$ cat src/design/trsp_pkg.sv
// Shared types and constants for the text region symbol placement core.
// No dependencies; imported by every module in this folder.
package trsp_pkg;

    localparam int DataW   = 32;
    localparam int SizeW   = 16;
    localparam int OffW    = 3;
    localparam int OpW     = 3;
    localparam int CfgIdxW = 3;
    localparam int QDepth  = 4;
    localparam int QPtrW   = $clog2(QDepth);
    localparam int QCntW   = $clog2(QDepth + 1);

    // input operation codes (5..7 are unused)
    typedef enum logic [OpW-1:0] {
        OP_REGION_START = 3'd0,
        OP_NEW_STRIP    = 3'd1,
        OP_FIRST_INST   = 3'd2,
        OP_NEXT_INST    = 3'd3,
        OP_STRIP_END    = 3'd4
    } t_op;

    // configuration register indexes
    typedef enum logic [CfgIdxW-1:0] {
        CFG_LOG2_STRIPS    = 3'd0,
        CFG_DS_OFFSET      = 3'd1,
        CFG_TRANSPOSED     = 3'd2,
        CFG_REF_CORNER     = 3'd3,
        CFG_INSTANCE_TOTAL = 3'd4
    } t_cfg_idx;

    // work kinds that reach the back end
    typedef enum logic [1:0] {
        K_REGION = 2'd0,
        K_STRIP  = 2'd1,
        K_FIRST  = 2'd2,
        K_NEXT   = 2'd3
    } t_kind;

    typedef struct packed {
        logic [1:0]        log2_strips;
        logic signed [4:0] ds_offset;
        logic              transposed;
        logic [1:0]        ref_corner;
        logic [DataW-1:0]  instance_total;
    } t_cfg;

    // one classified item
    typedef struct packed {
        t_kind            kind;
        logic [DataW-1:0] value;   // shifted strip delta, S delta or S delta plus offset
        logic [DataW-1:0] t_adj;   // T-axis offset minus corner correction
        logic [DataW-1:0] adv;     // S advance (size - 1)
        logic [SizeW-1:0] width;
        logic [SizeW-1:0] height;
    } t_item;

    typedef struct packed {
        logic             empty;
        logic             full;
        logic [QCntW-1:0] count;
    } t_q_status;

    typedef struct packed {
        logic             pop;
        logic             emit;
        t_kind            kind;
        logic [DataW-1:0] placed_count;
    } t_back_status;

endpackage

$ cat src/design/text_region_symbol_placement_core.sv
// Text region symbol placement core: top level, configuration registers and
// checks. Depends on trsp_pkg, trsp_front, trsp_queue and trsp_back.

// The core takes decoded text region values (region start with initial strip
// T, new strip with strip delta, first instance with first S delta, next
// instance with S delta, strip end) and for every instance transfers the
// top-left corner of the symbol in the region, its size and a flag that is
// high on the instance that completes the configured instance count.
// Instances after that count are dropped without a result. Throughput is one
// input transfer per clock while the output side does not stall: the front
// end classifies each item in the cycle it arrives and the back end retires
// one queued item per cycle, its S update (running S plus delta plus advance)
// being the loop that sets that figure. A placed instance shows at the output
// in the cycle after it leaves the four-entry queue.
// Strip end and unused operation codes are absorbed in the input cycle and
// give no result. Input stall rises only when the queue is full, which
// happens only while the output side stalls. Configuration writes are meant
// for idle periods; registers reset to top-left corner, no transposition,
// single-row strips, zero offset and zero instances.
module text_region_symbol_placement_core
    import trsp_pkg::*;
(
    input  logic                      i_clk,
    input  logic                      i_rst_n,

    input  logic                      i_cfg_we,
    input  logic [CfgIdxW-1:0]        i_cfg_index,
    input  logic [DataW-1:0]          i_cfg_data,

    input  logic                      i_in_valid,
    output logic                      o_in_stall,
    input  logic [OpW-1:0]            i_operation,
    input  logic signed [DataW-1:0]   i_delta,
    input  logic [OffW-1:0]           i_strip_offset,
    input  logic [SizeW-1:0]          i_sym_width,
    input  logic [SizeW-1:0]          i_sym_height,

    output logic                      o_out_valid,
    input  logic                      i_out_stall,
    output logic signed [DataW-1:0]   o_place_x,
    output logic signed [DataW-1:0]   o_place_y,
    output logic [SizeW-1:0]          o_place_width,
    output logic [SizeW-1:0]          o_place_height,
    output logic                      o_last_instance
);

    t_cfg         r_cfg;
    t_item        front_item;
    t_item        q_head;
    t_q_status    q_status;
    t_back_status back_status;
    logic         front_push;
    logic         back_pop;

    // configuration registers
    always_ff @(posedge i_clk) begin
        if (!i_rst_n) begin
            r_cfg.log2_strips    <= 2'd0;
            r_cfg.ds_offset      <= 5'sd0;
            r_cfg.transposed     <= 1'b0;
            r_cfg.ref_corner     <= 2'd1;
            r_cfg.instance_total <= '0;
        end else if (i_cfg_we) begin
            case (i_cfg_index)
                CFG_LOG2_STRIPS:    r_cfg.log2_strips    <= i_cfg_data[1:0];
                CFG_DS_OFFSET:      r_cfg.ds_offset      <= $signed(i_cfg_data[4:0]);
                CFG_TRANSPOSED:     r_cfg.transposed     <= i_cfg_data[0];
                CFG_REF_CORNER:     r_cfg.ref_corner     <= i_cfg_data[1:0];
                CFG_INSTANCE_TOTAL: r_cfg.instance_total <= i_cfg_data;
                default: begin
                end
            endcase
        end
    end

    // input stalls only on a full queue; absorbed items still need a slot free
    assign o_in_stall = q_status.full;

    trsp_front u_front (
        .i_cfg          (r_cfg),
        .i_q_status     (q_status),
        .i_in_valid     (i_in_valid),
        .i_operation    (i_operation),
        .i_delta        (i_delta),
        .i_strip_offset (i_strip_offset),
        .i_sym_width    (i_sym_width),
        .i_sym_height   (i_sym_height),
        .o_push         (front_push),
        .o_item         (front_item)
    );

    trsp_queue u_queue (
        .i_clk    (i_clk),
        .i_rst_n  (i_rst_n),
        .i_push   (front_push),
        .i_item   (front_item),
        .i_pop    (back_pop),
        .o_head   (q_head),
        .o_status (q_status)
    );

    trsp_back u_back (
        .i_clk           (i_clk),
        .i_rst_n         (i_rst_n),
        .i_cfg           (r_cfg),
        .i_head          (q_head),
        .i_q_status      (q_status),
        .o_pop           (back_pop),
        .o_status        (back_status),
        .o_out_valid     (o_out_valid),
        .i_out_stall     (i_out_stall),
        .o_place_x       (o_place_x),
        .o_place_y       (o_place_y),
        .o_place_width   (o_place_width),
        .o_place_height  (o_place_height),
        .o_last_instance (o_last_instance)
    );

    // queue occupancy stays within its depth
    a_queue_bound: assert property (@(posedge i_clk) disable iff (!i_rst_n)
        q_status.count <= QCntW'(QDepth))
        else $error("queue occupancy beyond depth");

    // the back end never retires from an empty queue
    a_pop_nonempty: assert property (@(posedge i_clk) disable iff (!i_rst_n)
        back_status.pop |-> !q_status.empty)
        else $error("pop from empty queue");

    // only instance items make a result, and a result is then shown
    a_emit_kind: assert property (@(posedge i_clk) disable iff (!i_rst_n)
        back_status.pop && back_status.emit |->
            ((back_status.kind == K_FIRST) || (back_status.kind == K_NEXT)) ##1 o_out_valid)
        else $error("result from a non-instance item");

    // a retired region start clears the instance count
    a_region_clear: assert property (@(posedge i_clk) disable iff (!i_rst_n)
        back_status.pop && (back_status.kind == K_REGION) |=>
            (back_status.placed_count == '0))
        else $error("instance count not cleared by region start");

endmodule

$ cat src/design/trsp_front.sv
// Front end: decodes the input item, masks the strip offset and works out the
// corner corrections and shifted deltas. Depends on trsp_pkg.
module trsp_front (
    input  trsp_pkg::t_cfg                       i_cfg,
    input  trsp_pkg::t_q_status                  i_q_status,
    input  logic                                 i_in_valid,
    input  logic [trsp_pkg::OpW-1:0]             i_operation,
    input  logic signed [trsp_pkg::DataW-1:0]    i_delta,
    input  logic [trsp_pkg::OffW-1:0]            i_strip_offset,
    input  logic [trsp_pkg::SizeW-1:0]           i_sym_width,
    input  logic [trsp_pkg::SizeW-1:0]           i_sym_height,
    output logic                                 o_push,
    output trsp_pkg::t_item                      o_item
);
    import trsp_pkg::*;

    logic [OffW-1:0]  off;
    logic [DataW-1:0] d_u;
    logic [DataW-1:0] d_shift;
    logic [DataW-1:0] ds_ext;
    logic [DataW-1:0] w_m1;
    logic [DataW-1:0] h_m1;
    logic [DataW-1:0] t_sub;
    logic             keep;

    always_comb begin
        off     = i_strip_offset & OffW'((4'd1 << i_cfg.log2_strips) - 4'd1);
        d_u     = DataW'(i_delta);
        d_shift = d_u << i_cfg.log2_strips;
        ds_ext  = {{(DataW-5){i_cfg.ds_offset[4]}}, i_cfg.ds_offset};
        w_m1    = {{(DataW-SizeW){1'b0}}, i_sym_width} - 32'd1;
        h_m1    = {{(DataW-SizeW){1'b0}}, i_sym_height} - 32'd1;

        // transposed: x is on T, corrected for right corners
        // otherwise:  y is on T, corrected for bottom corners
        if (i_cfg.transposed) begin
            o_item.adv = h_m1;
            t_sub      = i_cfg.ref_corner[1] ? w_m1 : '0;
        end else begin
            o_item.adv = w_m1;
            t_sub      = i_cfg.ref_corner[0] ? '0 : h_m1;
        end
        o_item.t_adj  = {{(DataW-OffW){1'b0}}, off} - t_sub;
        o_item.width  = i_sym_width;
        o_item.height = i_sym_height;

        keep = 1'b1;
        case (i_operation)
            OP_REGION_START: begin
                o_item.kind  = K_REGION;
                o_item.value = d_shift;
            end
            OP_NEW_STRIP: begin
                o_item.kind  = K_STRIP;
                o_item.value = d_shift;
            end
            OP_FIRST_INST: begin
                o_item.kind  = K_FIRST;
                o_item.value = d_u;
            end
            OP_NEXT_INST: begin
                o_item.kind  = K_NEXT;
                o_item.value = d_u + ds_ext;
            end
            default: begin
                // strip end and unused codes change nothing
                o_item.kind  = K_STRIP;
                o_item.value = '0;
                keep         = 1'b0;
            end
        endcase

        o_push = i_in_valid && !i_q_status.full && keep;
    end

endmodule

$ cat src/design/trsp_queue.sv
// Short FIFO of classified items between front and back end.
// Depends on trsp_pkg.
module trsp_queue (
    input  logic                i_clk,
    input  logic                i_rst_n,
    input  logic                i_push,
    input  trsp_pkg::t_item     i_item,
    input  logic                i_pop,
    output trsp_pkg::t_item     o_head,
    output trsp_pkg::t_q_status o_status
);
    import trsp_pkg::*;

    t_item            r_mem [QDepth];
    logic [QPtrW-1:0] r_wr_ptr, n_wr_ptr;
    logic [QPtrW-1:0] r_rd_ptr, n_rd_ptr;
    logic [QCntW-1:0] r_count, n_count;
    logic             do_push, do_pop;

    always_comb begin
        o_status.empty = (r_count == '0);
        o_status.full  = (r_count == QCntW'(QDepth));
        o_status.count = r_count;
        do_push  = i_push && !o_status.full;
        do_pop   = i_pop && !o_status.empty;
        n_wr_ptr = do_push ? r_wr_ptr + QPtrW'(1) : r_wr_ptr;
        n_rd_ptr = do_pop ? r_rd_ptr + QPtrW'(1) : r_rd_ptr;
        n_count  = r_count + QCntW'(do_push) - QCntW'(do_pop);
        o_head   = r_mem[r_rd_ptr];
    end

    always_ff @(posedge i_clk) begin
        if (!i_rst_n) begin
            r_wr_ptr <= '0;
            r_rd_ptr <= '0;
            r_count  <= '0;
        end else begin
            r_wr_ptr <= n_wr_ptr;
            r_rd_ptr <= n_rd_ptr;
            r_count  <= n_count;
        end
    end

    always_ff @(posedge i_clk) begin
        if (do_push) begin
            r_mem[r_wr_ptr] <= i_item;
        end
    end

endmodule

$ cat src/design/trsp_back.sv
// Back end: keeps strip T, first S, running S and instance count; places one
// instance per cycle into the output register when free. Depends on trsp_pkg.
module trsp_back (
    input  logic                                 i_clk,
    input  logic                                 i_rst_n,
    input  trsp_pkg::t_cfg                       i_cfg,
    input  trsp_pkg::t_item                      i_head,
    input  trsp_pkg::t_q_status                  i_q_status,
    output logic                                 o_pop,
    output trsp_pkg::t_back_status               o_status,
    output logic                                 o_out_valid,
    input  logic                                 i_out_stall,
    output logic signed [trsp_pkg::DataW-1:0]    o_place_x,
    output logic signed [trsp_pkg::DataW-1:0]    o_place_y,
    output logic [trsp_pkg::SizeW-1:0]           o_place_width,
    output logic [trsp_pkg::SizeW-1:0]           o_place_height,
    output logic                                 o_last_instance
);
    import trsp_pkg::*;

    logic [DataW-1:0] r_strip_t, n_strip_t;
    logic [DataW-1:0] r_first_s, n_first_s;
    logic [DataW-1:0] r_current_s, n_current_s;
    logic [DataW-1:0] r_placed_count, n_placed_count;
    logic             r_out_valid, n_out_valid;
    logic [DataW-1:0] r_x, r_y;
    logic [SizeW-1:0] r_w, r_h;
    logic             r_last;

    logic             is_inst, can_place, emit, out_free, pop;
    logic [DataW-1:0] base, tc, cnt_inc;

    always_comb begin
        is_inst   = (i_head.kind == K_FIRST) || (i_head.kind == K_NEXT);
        can_place = r_placed_count < i_cfg.instance_total;
        emit      = !i_q_status.empty && is_inst && can_place;
        out_free  = !r_out_valid || !i_out_stall;
        pop       = !i_q_status.empty && (!emit || out_free);

        // S coordinate before the advance; with the corner rules the placed
        // S edge always lands here and the advance only moves running S
        base    = (i_head.kind == K_FIRST) ? r_first_s + i_head.value
                                           : r_current_s + i_head.value;
        tc      = r_strip_t + i_head.t_adj;
        cnt_inc = r_placed_count + 32'd1;

        n_strip_t      = r_strip_t;
        n_first_s      = r_first_s;
        n_current_s    = r_current_s;
        n_placed_count = r_placed_count;
        if (pop) begin
            case (i_head.kind)
                K_REGION: begin
                    n_strip_t      = 32'd0 - i_head.value;
                    n_first_s      = '0;
                    n_current_s    = '0;
                    n_placed_count = '0;
                end
                K_STRIP: begin
                    n_strip_t = r_strip_t + i_head.value;
                end
                K_FIRST: begin
                    if (can_place) begin
                        n_first_s      = base;
                        n_current_s    = base + i_head.adv;
                        n_placed_count = cnt_inc;
                    end
                end
                K_NEXT: begin
                    if (can_place) begin
                        n_current_s    = base + i_head.adv;
                        n_placed_count = cnt_inc;
                    end
                end
                default: begin
                end
            endcase
        end

        if (pop && emit) begin
            n_out_valid = 1'b1;
        end else if (r_out_valid && !i_out_stall) begin
            n_out_valid = 1'b0;
        end else begin
            n_out_valid = r_out_valid;
        end

        o_pop             = pop;
        o_status.pop      = pop;
        o_status.emit     = emit;
        o_status.kind     = i_head.kind;
        o_status.placed_count = r_placed_count;
    end

    always_ff @(posedge i_clk) begin
        if (!i_rst_n) begin
            r_strip_t      <= '0;
            r_first_s      <= '0;
            r_current_s    <= '0;
            r_placed_count <= '0;
            r_out_valid    <= 1'b0;
        end else begin
            r_strip_t      <= n_strip_t;
            r_first_s      <= n_first_s;
            r_current_s    <= n_current_s;
            r_placed_count <= n_placed_count;
            r_out_valid    <= n_out_valid;
        end
    end

    always_ff @(posedge i_clk) begin
        if (pop && emit) begin
            r_x    <= i_cfg.transposed ? tc : base;
            r_y    <= i_cfg.transposed ? base : tc;
            r_w    <= i_head.width;
            r_h    <= i_head.height;
            r_last <= (cnt_inc == i_cfg.instance_total);
        end
    end

    assign o_out_valid     = r_out_valid;
    assign o_place_x       = $signed(r_x);
    assign o_place_y       = $signed(r_y);
    assign o_place_width   = r_w;
    assign o_place_height  = r_h;
    assign o_last_instance = r_last;

endmodule
$ cat config.mk
export PLATFORM = sky130hd
export DESIGN_NAME = text_region_symbol_placement_core
export DESIGN_NICKNAME = d
export VERILOG_FILES = /design/src/design/trsp_pkg.sv /design/src/design/text_region_symbol_placement_core.sv /design/src/design/trsp_front.sv /design/src/design/trsp_queue.sv /design/src/design/trsp_back.sv
export SDC_FILE = /design/constraint.sdc
export NUM_CORES = 1
export LEC_CHECK = 0
export BUFFER_PORTS_ARGS = -buffer_cell sky130_fd_sc_hd__buf_2
export CORE_ASPECT_RATIO = 0.9
export CORE_UTILIZATION = 35
export CTS_CLUSTER_DIAMETER = 50
export CTS_CLUSTER_SIZE = 10
export DETAILED_ROUTE_END_ITERATION = 6
export MAX_ROUTING_LAYER = met4
export SYNTH_ARGS = -nofsm -noshare
export SYNTH_HDL_FRONTEND = slang
export SYNTH_HIERARCHICAL = 1
export SYNTH_SLANG_ARGS = --single-unit
$ cat constraint.sdc
create_clock -name i_clk -period 9.5 [get_ports i_clk]
set_input_delay 0.95 -clock i_clk [delete_from_list [all_inputs] [get_ports i_clk]]
set_output_delay 0.95 -clock i_clk [all_outputs]
set_load 0.01 [all_outputs]
==> impl_metrics.ini <==
[routing]
wl_met2_um = 54280
postRouteAntennaNets = 0
drc_errors = 0
routed_wl_um = 122800
dr_wl_met3_um = 8659
vias_per_cell = 5.558
drtIter0Drc = 3091
dr_total_vias = 31034
uppermost_layer_routed = met4
wire_per_inst_um = 21.99
dr.pass1.iters = 6
detail_route.wirelength.met1_um = 56320

[cells_and_area]
final_net_count = 4220
register_area_mm2 = 0.02214
drive_above_1_share = 0.1644
postLayoutCoreUtil = 0.3977
multi_input_area_mm2 = 0.01994
area_growth_pct = 12.25
final.fill_count = 11778

[hold_path]
worst_hold_startpoint = u_back/r_first_s[1]
timing.hold.worst_endpoint = u_back/r_first_s[1]
worst_hold_path.num_cells = 2
worstHoldPathType = flop to flop

[clock_network]
clock_tree_buffer_depth = 3
cts-hold-fix-buffers = 0
clk-insertion-delay-late_ns = 0.70
clock_tree.root_cell = sky130_fd_sc_hd__clkbuf_16
cts_resized = 0
post_cts_buffers = 0
number_of_sinks_on_the_clock_net = 797
clkSlewWorstSetupHoldPaths_ns = 0.05
cts_buffers = 104
tritoncts = done
cts.htree.levels = 3

[timing]
slew_violations = 0
timing_worst_slew_pin_value_ns = 1.058
grt_setup_unrepaired = false
setup_viol = 0
timing_hold_violations_final = 0
final_worst_clock_skew_ns = 0.02338
fin_crit_sh = 0.7639
finalWorstPathRequiredPeriod_ns = 7.257
worst_slew_margin_rel = 0.2930
timing.fmax_ghz = 0.1378
tns_ns = 0

[critical_path]
endpoint_kind_of_the_worst_setup_timing_path = flop
crit_top_cell = sky130_fd_sc_hd__a21oi_1
crit_path_start_kind = flop
ff2ff_setup_slack_ns = 2.24
worst-endpoint-arrival_ns = 7.82
cp_max_fo = 34
worstReg2RegEnd = u_back/r_current_s[29]
timing_worst_setup_path_type = flop to flop
critPathRequiredTime_ns = 10.07
list_of_cells_traversed_by_the_critical_path = mux4_2, nor2_4, buf_4, mux2_2, ha_1, a21oi_1, or4b_2, o2111ai_1, nand4_1, a31oi_1, xor2_1, inv_1, ha_1, nand2_1, a21oi_1, a221o_1, a21oi_1, o21bai_1, a211oi_1, xor2_1, o21ai_0
critPathMaxStageDelay_ns = 0.69
timing.reg2reg.worst_path_depth = 21
cpMaxStageDelayCell = sky130_fd_sc_hd__mux4_2

[yosys]
post_synth_inst_count = 3770
synthesis.area_mm2 = 0.04370
syn_avg_cell_area_um2 = 11.59
synth-warning-count = 6
mappedNetlistNets = 4089

[grt]
tot_gr_track_use = 0.1963
global_route.overflow_total = 0
grt_max_degree = 131
grt_first_pass_wirelength_um = 184000
via_count_of_the_first_global_routing_pass = 28987
grt_antenna_before_repair = 4

[floorplanning]
die_w_um = 374.5
fp.dieArea_mm2 = 0.1263
overall_die_height_um = 337.2
design.core.area_mm2 = 0.1233
floorplan.initialDensity = 0.3543
rows = 122
pin_count = 209

[placement]
place.gp.congestion = 0.9163
place.detailed.hpwl_um = 87440
port_buffers = 208

[pwr]
worst_vdd_rail_ir_drop_v = 0.0001700
power_density_mw_per_mm2 = 301.2
p_leak_nw = 17.51

[run_status]
outcome = complete, no violations

[job]
maxCapViolations = 0
==> layout make-up <==
class	count	area share
Timing Repair Buffer	254	0.02857
Antenna cell	5	0.0002551
Clock inverter	35	0.007525
Clock buffer	137	0.05663
Inverter	104	0.008060
Sequential cell	797	0.4514
Multi-Input combinational cell	2640	0.4064
Tap cell	1612	0.04112
==> where the power goes <==
group | switching (mW) | total (mW) | leakage [nW] | internal [mW]
Clock | 1.50 | 3.61 | 1.52 | 2.12
Sequential | 0.217 | 4.53 | 7.11 | 4.31
Combinational | 4.21 | 6.63 | 8.88 | 2.42
Total | 5.93 | 14.8 | 17.5 | 8.85
==> worst max-delay path, delay by kind of cell (launching register included) <==
kind            cells  cell delay, ns
compound gates      9            1.96
xor+xnor            2            0.54
fa+ha+maj           2            0.78
buf+inv             2            0.59
flops               1            0.65
mux                 2            1.09
simple gates        4            1.48
==> cells in the final DEF, fill, tap and decap left out, types with 100 or more instances in the layout <==
cell type,instances
sky130_fd_sc_hd__buf_2,207
sky130_fd_sc_hd__xnor2_1,143
sky130_fd_sc_hd__a21oi_1,330
sky130_fd_sc_hd__o21ai_0,210
sky130_fd_sc_hd__nand2_1,355
sky130_fd_sc_hd__dfxtp_1,176
sky130_fd_sc_hd__inv_1,100
sky130_fd_sc_hd__nor2_1,193
sky130_fd_sc_hd__edfxtp_1,617
sky130_fd_sc_hd__mux4_2,130
sky130_fd_sc_hd__ha_1,202
sky130_fd_sc_hd__clkbuf_16,105
sky130_fd_sc_hd__nand3_1,108
==> sequential cells by signal (all words and copies together) (netlist names), named ones only <==
register,cells
u_back/r_first_s,32
u_queue/r_rd_ptr,2
u_queue/r_count,3
u_queue/r_mem,520
u_back/r_current_s,32
u_back/r_placed_count,32
u_back/o_out_valid,1
r_cfg,42
u_back/o_place_height,16
u_back/o_place_width,16
u_queue/r_wr_ptr,2
u_back/o_place_x,32
u_back/r_strip_t,32
u_back/o_place_y,32
u_back/o_last_instance,1
==> how the worst max path moves through the flow <==
| stage | to | slack [ns] | start |
|---|---|---|---|
| after floorplan | u_back/r_current_s[29] | 3.09 | flop |
| after global placement | u_back/r_current_s[31] | 2.30 | flop |
| after detailed placement | u_back/r_current_s[29] | 2.31 | flop |
| after CTS | u_back/r_current_s[29] | 2.29 | flop |
| after global routing | u_back/r_current_s[29] | 1.72 | flop |
| final | u_back/r_current_s[29] | 2.24 | flop |
==> per-stage QoR <==
step                      worst slack [ns]  hold WS [ns]  area, um^2  instances  power (mW)
after floorplan                      3.090        0.4212       43700       3770       9.133
after global placement               2.296        0.4353       45890       5407       11.11
after detailed placement             2.310        0.4425       45890       5407       11.10
after CTS                            2.290        0.4502       49040       5579       14.79
after global routing                 1.723        0.4604       49050       5581       15.60
final                                2.243        0.4503       49050       5584       14.78
==> layer usage <==
metal / vias up / global-route usage
li1: 14542 / -
met1: 15219 / 0.2751
met2: 1097 / 0.2872
met3: 176 / 0.03464
met4: 0 / 0.06243
met5: - / -
Power figures use the tool's default switching activity.
